File: config.mk
export PLATFORM = sky130hd
export DESIGN_NAME = calendar_date_to_epoch
export DESIGN_NICKNAME = d
export VERILOG_FILES = /design/src/rtl/cde_pkg.sv /design/src/rtl/cde_date_decode.sv /design/src/rtl/cde_epoch_seconds.sv /design/src/rtl/calendar_date_to_epoch.sv
export VERILOG_INCLUDE_DIRS = /design/src /design/src/rtl
export SDC_FILE = /design/constraint.sdc
export NUM_CORES = 1
export LEC_CHECK = 0
export ABC_AREA = 1
export BUFFER_PORTS_ARGS = -buffer_cell sky130_fd_sc_hd__buf_2
export CORE_ASPECT_RATIO = 1.25
export CORE_MARGIN = 4
export CORE_UTILIZATION = 40
export CTS_BUF_LIST = sky130_fd_sc_hd__clkbuf_16
export CTS_CLUSTER_SIZE = 25
export DETAILED_ROUTE_END_ITERATION = 8
export GPL_TIMING_DRIVEN = 0
export PLACE_DENSITY = 0.67
export SLEW_MARGIN = 20
export SYNTH_ARGS = -nofsm -noshare
export SYNTH_HDL_FRONTEND = slang
export SYNTH_HIERARCHICAL = 1
export SYNTH_SLANG_ARGS = --single-unit
File: constraint.sdc
create_clock -name clock -period 18.9 [get_ports clock]
set_input_delay 1.89 -clock clock [delete_from_list [all_inputs] [get_ports clock]]
set_output_delay 1.89 -clock clock [all_outputs]
set_load 0.05 [all_outputs]
File: src/rtl/calendar_date_to_epoch_assert.svh
// Assertion macros for the calendar date to epoch block.
// Define NO_ASSERTIONS to compile every macro to nothing.
`ifndef CALENDAR_DATE_TO_EPOCH_ASSERT_SVH
`define CALENDAR_DATE_TO_EPOCH_ASSERT_SVH

`ifndef NO_ASSERTIONS
`define CDE_ASSERT_CLK(lbl, clk, rst, prop, msg) \
   lbl: assert property (@(posedge clk) disable iff (rst) prop) else $error(msg);
`define CDE_ASSERT(lbl, prop, msg) \
   `CDE_ASSERT_CLK(lbl, clock, reset, prop, msg)
`else
`define CDE_ASSERT_CLK(lbl, clk, rst, prop, msg)
`define CDE_ASSERT(lbl, prop, msg)
`endif

`endif

File: src/rtl/cde_pkg.sv
// Types, constants and helper functions for the calendar date to epoch block.
// No dependencies.
package cde_pkg;

   localparam int unsigned YEAR_W   = 8;
   localparam int unsigned MONTH_W  = 4;
   localparam int unsigned DAY_W    = 5;
   localparam int unsigned HOUR_W   = 5;
   localparam int unsigned MINUTE_W = 6;
   localparam int unsigned SECOND_W = 6;
   localparam int unsigned ZONE_W   = 11;
   localparam int unsigned ERR_W    = 3;
   localparam int unsigned DOY_W    = 9;
   localparam int unsigned DOW_W    = 3;
   localparam int unsigned EPOCH_W  = 34;

   localparam int unsigned REQ_DATA_W = 40;
   localparam int unsigned RSP_DATA_W = 56;

   localparam logic [YEAR_W-1:0]   EPOCH_YEAR_OFS  = 8'd70;
   localparam logic [YEAR_W-1:0]   NOLEAP_CENTURY  = 8'd200;
   localparam logic [YEAR_W-1:0]   AFTER_CENTURY   = 8'd201;
   localparam logic [5:0]          LEAPS_TO_EPOCH  = 6'd17;
   localparam logic [MONTH_W-1:0]  MONTH_JAN       = 4'd1;
   localparam logic [MONTH_W-1:0]  MONTH_FEB       = 4'd2;
   localparam logic [MONTH_W-1:0]  MONTH_DEC       = 4'd12;
   localparam logic [HOUR_W-1:0]   HOUR_MAX        = 5'd23;
   localparam logic [MINUTE_W-1:0] MINUTE_MAX      = 6'd59;
   localparam logic [SECOND_W-1:0] SECOND_MAX      = 6'd59;
   localparam logic [34:0]         SECS_PER_YEAR   = 35'd31536000;
   localparam logic [34:0]         SECS_PER_DAY    = 35'd86400;
   localparam logic [34:0]         SECS_PER_HOUR   = 35'd3600;
   localparam logic [34:0]         SECS_PER_MINUTE = 35'd60;

   typedef enum logic [ERR_W-1:0] {
      ERR_NONE   = 3'd0,
      ERR_MONTH  = 3'd1,
      ERR_DAY    = 3'd2,
      ERR_HOUR   = 3'd3,
      ERR_MINUTE = 3'd4,
      ERR_SECOND = 3'd5
   } error_code_type;

   typedef struct packed {
      error_code_type     err;
      logic [DOY_W-1:0]   doy;
      logic [DOW_W-1:0]   dow;
      logic               leap;
      logic               post_epoch;
      logic [YEAR_W-1:0]  year_offset;
      logic [DOY_W-1:0]   day_offset;
   } date_info_type;

   function automatic logic [DAY_W-1:0] month_length(input logic [MONTH_W-1:0] mon,
                                                     input logic leap);
      logic [DAY_W-1:0] len;
      unique case (mon)
         4'd1, 4'd3, 4'd5, 4'd7, 4'd8, 4'd10, 4'd12: len = 5'd31;
         4'd4, 4'd6, 4'd9, 4'd11:                    len = 5'd30;
         4'd2:                                       len = leap ? 5'd29 : 5'd28;
         default:                                    len = 5'd0;
      endcase
      return len;
   endfunction

   function automatic logic [DOY_W-1:0] days_before_month(input logic [MONTH_W-1:0] mon);
      logic [DOY_W-1:0] d;
      unique case (mon)
         4'd1:    d = 9'd0;
         4'd2:    d = 9'd31;
         4'd3:    d = 9'd59;
         4'd4:    d = 9'd90;
         4'd5:    d = 9'd120;
         4'd6:    d = 9'd151;
         4'd7:    d = 9'd181;
         4'd8:    d = 9'd212;
         4'd9:    d = 9'd243;
         4'd10:   d = 9'd273;
         4'd11:   d = 9'd304;
         4'd12:   d = 9'd334;
         default: d = 9'd0;
      endcase
      return d;
   endfunction

   // Fold octal digits, since 8 is 1 mod 7
   function automatic logic [DOW_W-1:0] mod7(input logic [9:0] x);
      logic [4:0] s1;
      logic [3:0] s2;
      s1 = 5'(x[2:0]) + 5'(x[5:3]) + 5'(x[8:6]) + 5'(x[9]);
      s2 = 4'(s1[4:3]) + 4'(s1[2:0]);
      return (s2 >= 4'd7) ? 3'(s2 - 4'd7) : 3'(s2);
   endfunction

endpackage

File: src/rtl/cde_date_decode.sv
// Field checks, leap test, day of year and weekday for one date.
// Depends on cde_pkg.
module cde_date_decode
   import cde_pkg::*;
(
   input  logic [YEAR_W-1:0]   year_since_1900,
   input  logic [MONTH_W-1:0]  month_number,
   input  logic [DAY_W-1:0]    day_of_month,
   input  logic [HOUR_W-1:0]   hour_value,
   input  logic [MINUTE_W-1:0] minute_value,
   input  logic [SECOND_W-1:0] second_value,
   output date_info_type       info
);

   logic             leap;
   logic [DAY_W-1:0] lim;
   logic [DOY_W-1:0] doy;
   logic [5:0]       leaps_1901;
   error_code_type   err;

   always_comb begin
      leap = (year_since_1900[1:0] == 2'b00) && (year_since_1900 != '0) &&
             (year_since_1900 != NOLEAP_CENTURY);
      lim  = month_length(month_number, leap);

      priority if (month_number < MONTH_JAN || month_number > MONTH_DEC) begin
         err = ERR_MONTH;
      end else if (day_of_month == '0 || day_of_month > lim) begin
         err = ERR_DAY;
      end else if (hour_value > HOUR_MAX) begin
         err = ERR_HOUR;
      end else if (minute_value > MINUTE_MAX) begin
         err = ERR_MINUTE;
      end else if (second_value > SECOND_MAX) begin
         err = ERR_SECOND;
      end else begin
         err = ERR_NONE;
      end

      doy = days_before_month(month_number) +
            DOY_W'(leap && (month_number > MONTH_FEB)) +
            DOY_W'(day_of_month) - 9'd1;

      // leap days in the years 1901 up to the year before this one
      if (year_since_1900 == '0) begin
         leaps_1901 = '0;
      end else begin
         leaps_1901 = 6'((year_since_1900 - 8'd1) >> 2) -
                      6'(year_since_1900 >= AFTER_CENTURY);
      end

      info.err         = err;
      info.leap        = (err == ERR_NONE) ? leap : 1'b0;
      info.doy         = (err == ERR_NONE) ? doy : '0;
      info.dow         = (err == ERR_NONE) ?
                         mod7(10'(year_since_1900) + 10'(leaps_1901) + 10'(doy) + 10'd1) :
                         '0;
      info.post_epoch  = (year_since_1900 >= EPOCH_YEAR_OFS);
      info.year_offset = year_since_1900 - EPOCH_YEAR_OFS;
      info.day_offset  = DOY_W'(leaps_1901 - LEAPS_TO_EPOCH) + doy;
   end

endmodule

File: src/rtl/cde_epoch_seconds.sv
// Seconds since 1970 GMT from the decoded date, time of day and zone offset.
// Depends on cde_pkg.
module cde_epoch_seconds
   import cde_pkg::*;
(
   input  date_info_type        info,
   input  logic [HOUR_W-1:0]    hour_value,
   input  logic [MINUTE_W-1:0]  minute_value,
   input  logic [SECOND_W-1:0]  second_value,
   input  logic signed [ZONE_W-1:0] zone_offset_minutes,
   output logic [EPOCH_W-1:0]   epoch_seconds
);

   logic [34:0]        pos_secs;
   logic signed [17:0] zone_secs;
   logic [35:0]        total;

   always_comb begin
      pos_secs  = 35'(info.year_offset) * SECS_PER_YEAR +
                  35'(info.day_offset) * SECS_PER_DAY +
                  35'(hour_value) * SECS_PER_HOUR +
                  35'(minute_value) * SECS_PER_MINUTE +
                  35'(second_value);
      zone_secs = 18'(zone_offset_minutes) * 18'sd60;
      total     = {1'b0, pos_secs} + {{18{zone_secs[17]}}, zone_secs};
      if (info.err == ERR_NONE && info.post_epoch) begin
         epoch_seconds = total[EPOCH_W-1:0];
      end else begin
         epoch_seconds = '0;
      end
   end

endmodule

File: src/rtl/calendar_date_to_epoch.sv
// Calendar date to epoch converter: top level with input and result registers.
// Depends on cde_pkg, cde_date_decode, cde_epoch_seconds and the assertion macros.
//
// Usage:
//   req_* carries one broken-down date and time per word; rsp_* returns one
//   word per request with the error code, day of year, weekday, leap flag
//   and seconds since 1970 GMT. csr_wr_en writes the zone offset (minutes
//   west of GMT) from csr_wr_data; change it only while the block is idle.
//   A request is held in the input register, converted by combinational
//   logic and captured in the result register, from which the word is
//   presented on rsp_*. One word can be taken every cycle while the
//   receiver keeps rsp_tready high. Between the input and result
//   registers the seconds count is a constant multiply-add tree. If the
//   receiver stalls, the result register holds and the input register
//   still takes one more word; req_tready then drops until the result is
//   taken. Reset (synchronous) empties both registers and clears the zone
//   offset to zero.
`include "calendar_date_to_epoch_assert.svh"

module calendar_date_to_epoch
   import cde_pkg::*;
(
   input  logic                    clock,
   input  logic                    reset,
   // year_since_1900[7:0], month_number[11:8], day_of_month[16:12],
   // hour_value[21:17], minute_value[27:22], second_value[33:28], zero pad
   input  logic [REQ_DATA_W-1:0]   req_tdata,
   input  logic                    req_tvalid,
   output logic                    req_tready,
   // error_code[2:0], day_of_year[11:3], day_of_week[14:12], leap_year[15],
   // epoch_seconds[49:16], zero pad
   output logic [RSP_DATA_W-1:0]   rsp_tdata,
   output logic                    rsp_tvalid,
   input  logic                    rsp_tready,
   input  logic                    csr_wr_en,
   input  logic [ZONE_W-1:0]       csr_wr_data
);

   logic                    in_valid_ff;
   logic                    in_valid_in;
   logic [REQ_DATA_W-1:0]   in_data_ff;
   logic                    out_valid_ff;
   logic                    out_valid_in;
   error_code_type          out_err_ff;
   logic [DOY_W-1:0]        out_doy_ff;
   logic [DOW_W-1:0]        out_dow_ff;
   logic                    out_leap_ff;
   logic [EPOCH_W-1:0]      out_epoch_ff;
   logic signed [ZONE_W-1:0] zone_ff;
   logic                    out_ready;
   date_info_type           info;
   logic [EPOCH_W-1:0]      epoch_secs;

   assign out_ready  = !out_valid_ff || rsp_tready;
   assign req_tready = !in_valid_ff || out_ready;

   assign in_valid_in  = req_tready ? req_tvalid : in_valid_ff;
   assign out_valid_in = out_ready ? in_valid_ff : out_valid_ff;

   cde_date_decode u_decode (
      .year_since_1900 (in_data_ff[7:0]),
      .month_number    (in_data_ff[11:8]),
      .day_of_month    (in_data_ff[16:12]),
      .hour_value      (in_data_ff[21:17]),
      .minute_value    (in_data_ff[27:22]),
      .second_value    (in_data_ff[33:28]),
      .info            (info)
   );

   cde_epoch_seconds u_seconds (
      .info                (info),
      .hour_value          (in_data_ff[21:17]),
      .minute_value        (in_data_ff[27:22]),
      .second_value        (in_data_ff[33:28]),
      .zone_offset_minutes (zone_ff),
      .epoch_seconds       (epoch_secs)
   );

   always_ff @(posedge clock) begin
      if (reset) begin
         in_valid_ff  <= 1'b0;
         out_valid_ff <= 1'b0;
         zone_ff      <= '0;
      end else begin
         in_valid_ff  <= in_valid_in;
         out_valid_ff <= out_valid_in;
         if (csr_wr_en) begin
            zone_ff <= $signed(csr_wr_data);
         end
      end
   end

   always_ff @(posedge clock) begin
      if (req_tready && req_tvalid) begin
         in_data_ff <= req_tdata;
      end
      if (out_ready && in_valid_ff) begin
         out_err_ff   <= info.err;
         out_doy_ff   <= info.doy;
         out_dow_ff   <= info.dow;
         out_leap_ff  <= info.leap;
         out_epoch_ff <= epoch_secs;
      end
   end

   assign rsp_tvalid = out_valid_ff;
   assign rsp_tdata  = {6'd0, out_epoch_ff, out_leap_ff, out_dow_ff, out_doy_ff, out_err_ff};

   `CDE_ASSERT(a_err_clears_fields, out_valid_ff && out_err_ff != ERR_NONE |-> out_doy_ff == '0 && out_dow_ff == '0 && !out_leap_ff && out_epoch_ff == '0, "error word carries nonzero fields")
   `CDE_ASSERT(a_last_day_is_leap, out_valid_ff && out_doy_ff == 9'd365 |-> out_leap_ff, "day 365 in a common year")
   `CDE_ASSERT(a_weekday_range, out_valid_ff |-> out_dow_ff <= 3'd6, "weekday out of range")
   `CDE_ASSERT(a_input_held, in_valid_ff && !out_ready |=> in_valid_ff && $stable(in_data_ff), "stalled input word lost")

endmodule

==> results.md <==
- The flow ran to the end, and the final reports show no timing, DRC or antenna violations.
- Routability-driven placement finished with a final weighted congestion of 0.905.
- The via count of the first global-routing pass is 13.2k.
- The startpoint of the tightest hold check path is zone_ff[1].
- The post-synthesis area per instance is 7.81 um2.
- Setup violations remaining at the end of the flow were counted as 0.
- TritonCTS built the clock tree.
- The slew at the pin closest to its max-slew limit is 809 ps.
- The insertion delay of the later-clocked pin in the worst-skew pair is 380 ps.
- Summing all placed instances gives a cell area of 17,700 um2.
- The total overflow left after global routing is 0.
- The number of distinct standard cells referenced by the synthesized netlist is 50.
- The first global-routing pass estimated 61,400 um of wire.
- By area the synthesized netlist is led by sky130_fd_sc_hd__ha_1 24%, sky130_fd_sc_hd__edfxtp_1 15%, sky130_fd_sc_hd__fa_1 15%.
- The final setup skew is 15.2 ps.
- The worst min-delay path class is reg2reg.
- Once the clock tree was built, the setup fixing pass inserted 0 buffers.
- In this run the critical register-to-register path is launched from in_data_ff[9].
- The area of the mapped netlist is 16,400 um2.
- The count of routing violations after the opening detailed-route iteration is 584.
- The final net count is 2,715.
- The number of synthesized register bits is 97.
- STA classifies the critical path startpoint as a flop.
- The Yosys warning count is 6.
- The antenna cell count is 0.
- In this run the standard cell core region covers 40,300 um2.
- The timing-limited maximum frequency is 0.0978 GHz.
- The post-detailed-route count of antenna-violating nets is 0.
- In this run, CTS created clock tree buffers numbering 9.
- The share of Yosys cell area claimed by the top area cell type is 0.239.
- In the global route stage, overall resource usage came out at 0.168.
- Once the clock tree was built, the resizer swapped 0 gates to a different size.
- The initial antenna violation count is 1.
- The most frequently used flop master after synthesis is sky130_fd_sc_hd__edfxtp_1.
- In this run the number of H-tree levels came out at 3.
- Data on the critical path is required at its endpoint by 19,030 ps.
- The layout cell share with drive strength beyond 1 is 0.0903.
- Compared with the post-synthesis result, the final layout area differs by 9.60%.
- The floorplan step set the die height to 235 um.
- Across all hold checks on the routed design, the worst slack comes to 494 ps.
- Setup repair after global routing left no endpoint under its margin.
- The floorplan step set the die width to 189 um.
- The beginning of the critical path is in_data_ff[9].
- The final routed wire length divided by cell count is 13.3 um.
- In this run the worst path has a maximum fanout of 7.
- For this run, the detailed router's first-pass iteration total came to 6.
- The sequential area share after synthesis is 0.169.
- The largest incremental delay on the critical path is 490 ps.
- The data arrival time at the worst-slack endpoint is 10,360 ps.
- The count of input and output buffers is 101.
- The die footprint is 44,400 um2.
- The clock root buffer is sky130_fd_sc_hd__clkbuf_16.
- The total DRC errors in the routed layout is 0.
- The routed layout has 13.4k vias.
- The final sum of negative setup slack is 0 ps.
- The final non-filler cell area is 18,000 um2.
- Detailed placement ended at an HPWL of 32,600 um.
- The clock-pin transition on the worst setup and hold timing paths is 80 ps.
- The hold violation total from the final report was 0.
- The floorplan has 82 rows.
- Hold repair after CTS inserted 0 buffers.
- The largest net degree at the start of global routing is 35.
- The per-cell via count in the routed design is 4.83.
- The final critical path time including I/O delays and setup is 10,220 ps.
- The number of buffers on the longest clock path is 2.
- In the finished design, the share of the clock period the worst path needs comes to 0.541.
- The tool flagged a number of max-cap violations equal to 0.
- By startpoint and endpoint, the worst setup path is classified as reg2reg.
- For this configuration, the core starts out at a cell density of 0.407.
- The top-level port count is 114.
- Among all stages on the critical path, the largest delay is contributed by sky130_fd_sc_hd__edfxtp_1.
- The cell taking the most area after synthesis is sky130_fd_sc_hd__ha_1.
- The clock drives 97 sinks.
- The worst pin sits at a relative slew slack of 0.460.
- The most numerous cell on the critical path is sky130_fd_sc_hd__ha_1.
- Counting flops with a built-in enable in the synthesized netlist gives 84.
- The detailed-route wire length is 37,000 um.
- The critical path capture point type is a flop.
- The max-slew violation count came to 0.
- The filler cell count in the final layout is 4,020.
- The gate count after technology mapping is 2,103.
- The proportion of synthesized flip-flops having asynchronous set or reset is 0.
-- logic make-up after synthesis --
kind of cell / Yosys count / share of synthesized area
AOI/OAI and AO/OA: 225 / 0.0771
xor gates and xnor gates: 85 / 0.0453
DFF: 97 / 0.169
buffers and inverters: 499 / 0.118
other: 1 / 0.000228
adders and majority gates: 437 / 0.389
and+or+nand+nor: 759 / 0.201
-- stage by stage --
step                cells  worst slack [ps]  utilization
finish               2773              8680        0.447
global route         2773              7790        0.447
CTS                  2773              8730        0.447
global placement     2755              8800        0.437
detailed placement   2757              8750        0.439
floorplan            2108             10170            -
-- sequential cells by signal (all words and copies together), names as in the netlist --
name          count
out_dow_ff        3
in_valid_ff       1
zone_ff          11
out_err_ff        3
out_epoch_ff     34
out_leap_ff       1
rsp_tvalid        1
out_doy_ff        9
in_data_ff       34
-- cells in the final DEF, fill, tap and decap left out, types with 13 or more instances in the layout --
cell and instances:
sky130_fd_sc_hd__xnor2_1 29, sky130_fd_sc_hd__edfxtp_1 84, sky130_fd_sc_hd__inv_1 474, sky130_fd_sc_hd__a21oi_1 120
sky130_fd_sc_hd__nand2_1 420, sky130_fd_sc_hd__ha_1 314, sky130_fd_sc_hd__nor3_1 13, sky130_fd_sc_hd__fa_1 123
sky130_fd_sc_hd__nand4_1 23, sky130_fd_sc_hd__nand3_1 100, sky130_fd_sc_hd__buf_2 107, sky130_fd_sc_hd__xor2_1 56
sky130_fd_sc_hd__o21ai_0 48, sky130_fd_sc_hd__nand2_2 21, sky130_fd_sc_hd__nor2_1 141, sky130_fd_sc_hd__dfxtp_1 13
-- area by class of cell --
class | count | area, um2 | share of cell area
repair buffers | 103 | 561 | 0.0311
clock inverters | 7 | 77.6 | 0.00431
plain buffers | 17 | 120 | 0.00667
inverters | 482 | 1810 | 0.101
flip-flops and latches | 97 | 2780 | 0.155
multi-input cells | 1512 | 11700 | 0.652
well taps | 546 | 683 | 0.0379
clock buffers | 9 | 225 | 0.0125
-- final timing paths --
kind / endpoint / slack [ps] / depth (start not counted)
min reg2reg: zone_ff[1] / 490 / 2
min: zone_ff[1] / 490 / 2
max: out_epoch_ff[31] / 8680 / 44
max reg2reg: out_epoch_ff[31] / 8680 / 44
-- metal layers --
layer  up-vias  part of all wire  track usage
li1       6901                 -            -
met1      6221              0.42        0.202
met2       228              0.52        0.318
met3        36             0.033       0.0209
met4         2             0.018       0.0439
met5         -           0.00019            0
-- critical path, delay by kind of cell, from the launching register on --
family	cells	cell delay [ps]
flip-flops	1	490
buffers and inverters	7	660
AO/OA/AOI/OAI	9	1750
adder cells (fa/ha/maj)	13	4550
XOR/XNOR	3	1180
AND/OR/NAND/NOR	12	1340
-- cells in the mapped netlist (6+ instances only) --
cell / instances
sky130_fd_sc_hd__buf_2: 6
sky130_fd_sc_hd__nor3_1: 13
sky130_fd_sc_hd__xnor2_1: 29
sky130_fd_sc_hd__a21oi_1: 121
sky130_fd_sc_hd__inv_1: 474
sky130_fd_sc_hd__nand4_1: 23
sky130_fd_sc_hd__o21ai_0: 48
sky130_fd_sc_hd__nor2_2: 7
sky130_fd_sc_hd__nand2_2: 21
sky130_fd_sc_hd__o21bai_1: 10
sky130_fd_sc_hd__o21ai_1: 9
sky130_fd_sc_hd__ha_1: 314
sky130_fd_sc_hd__fa_1: 123
sky130_fd_sc_hd__nor2_1: 141
sky130_fd_sc_hd__buf_4: 9
sky130_fd_sc_hd__dfxtp_1: 13
sky130_fd_sc_hd__edfxtp_1: 84
sky130_fd_sc_hd__xor2_1: 56
sky130_fd_sc_hd__a21o_1: 8
sky130_fd_sc_hd__a21boi_0: 6
sky130_fd_sc_hd__and2_1: 6
sky130_fd_sc_hd__nand2_1: 420
sky130_fd_sc_hd__nand3_1: 100
sky130_fd_sc_hd__inv_2: 6
Power is left out: the tool's default activity adds up to more than one toggle a clock period on the data nets, which glitch-free logic cannot reach.
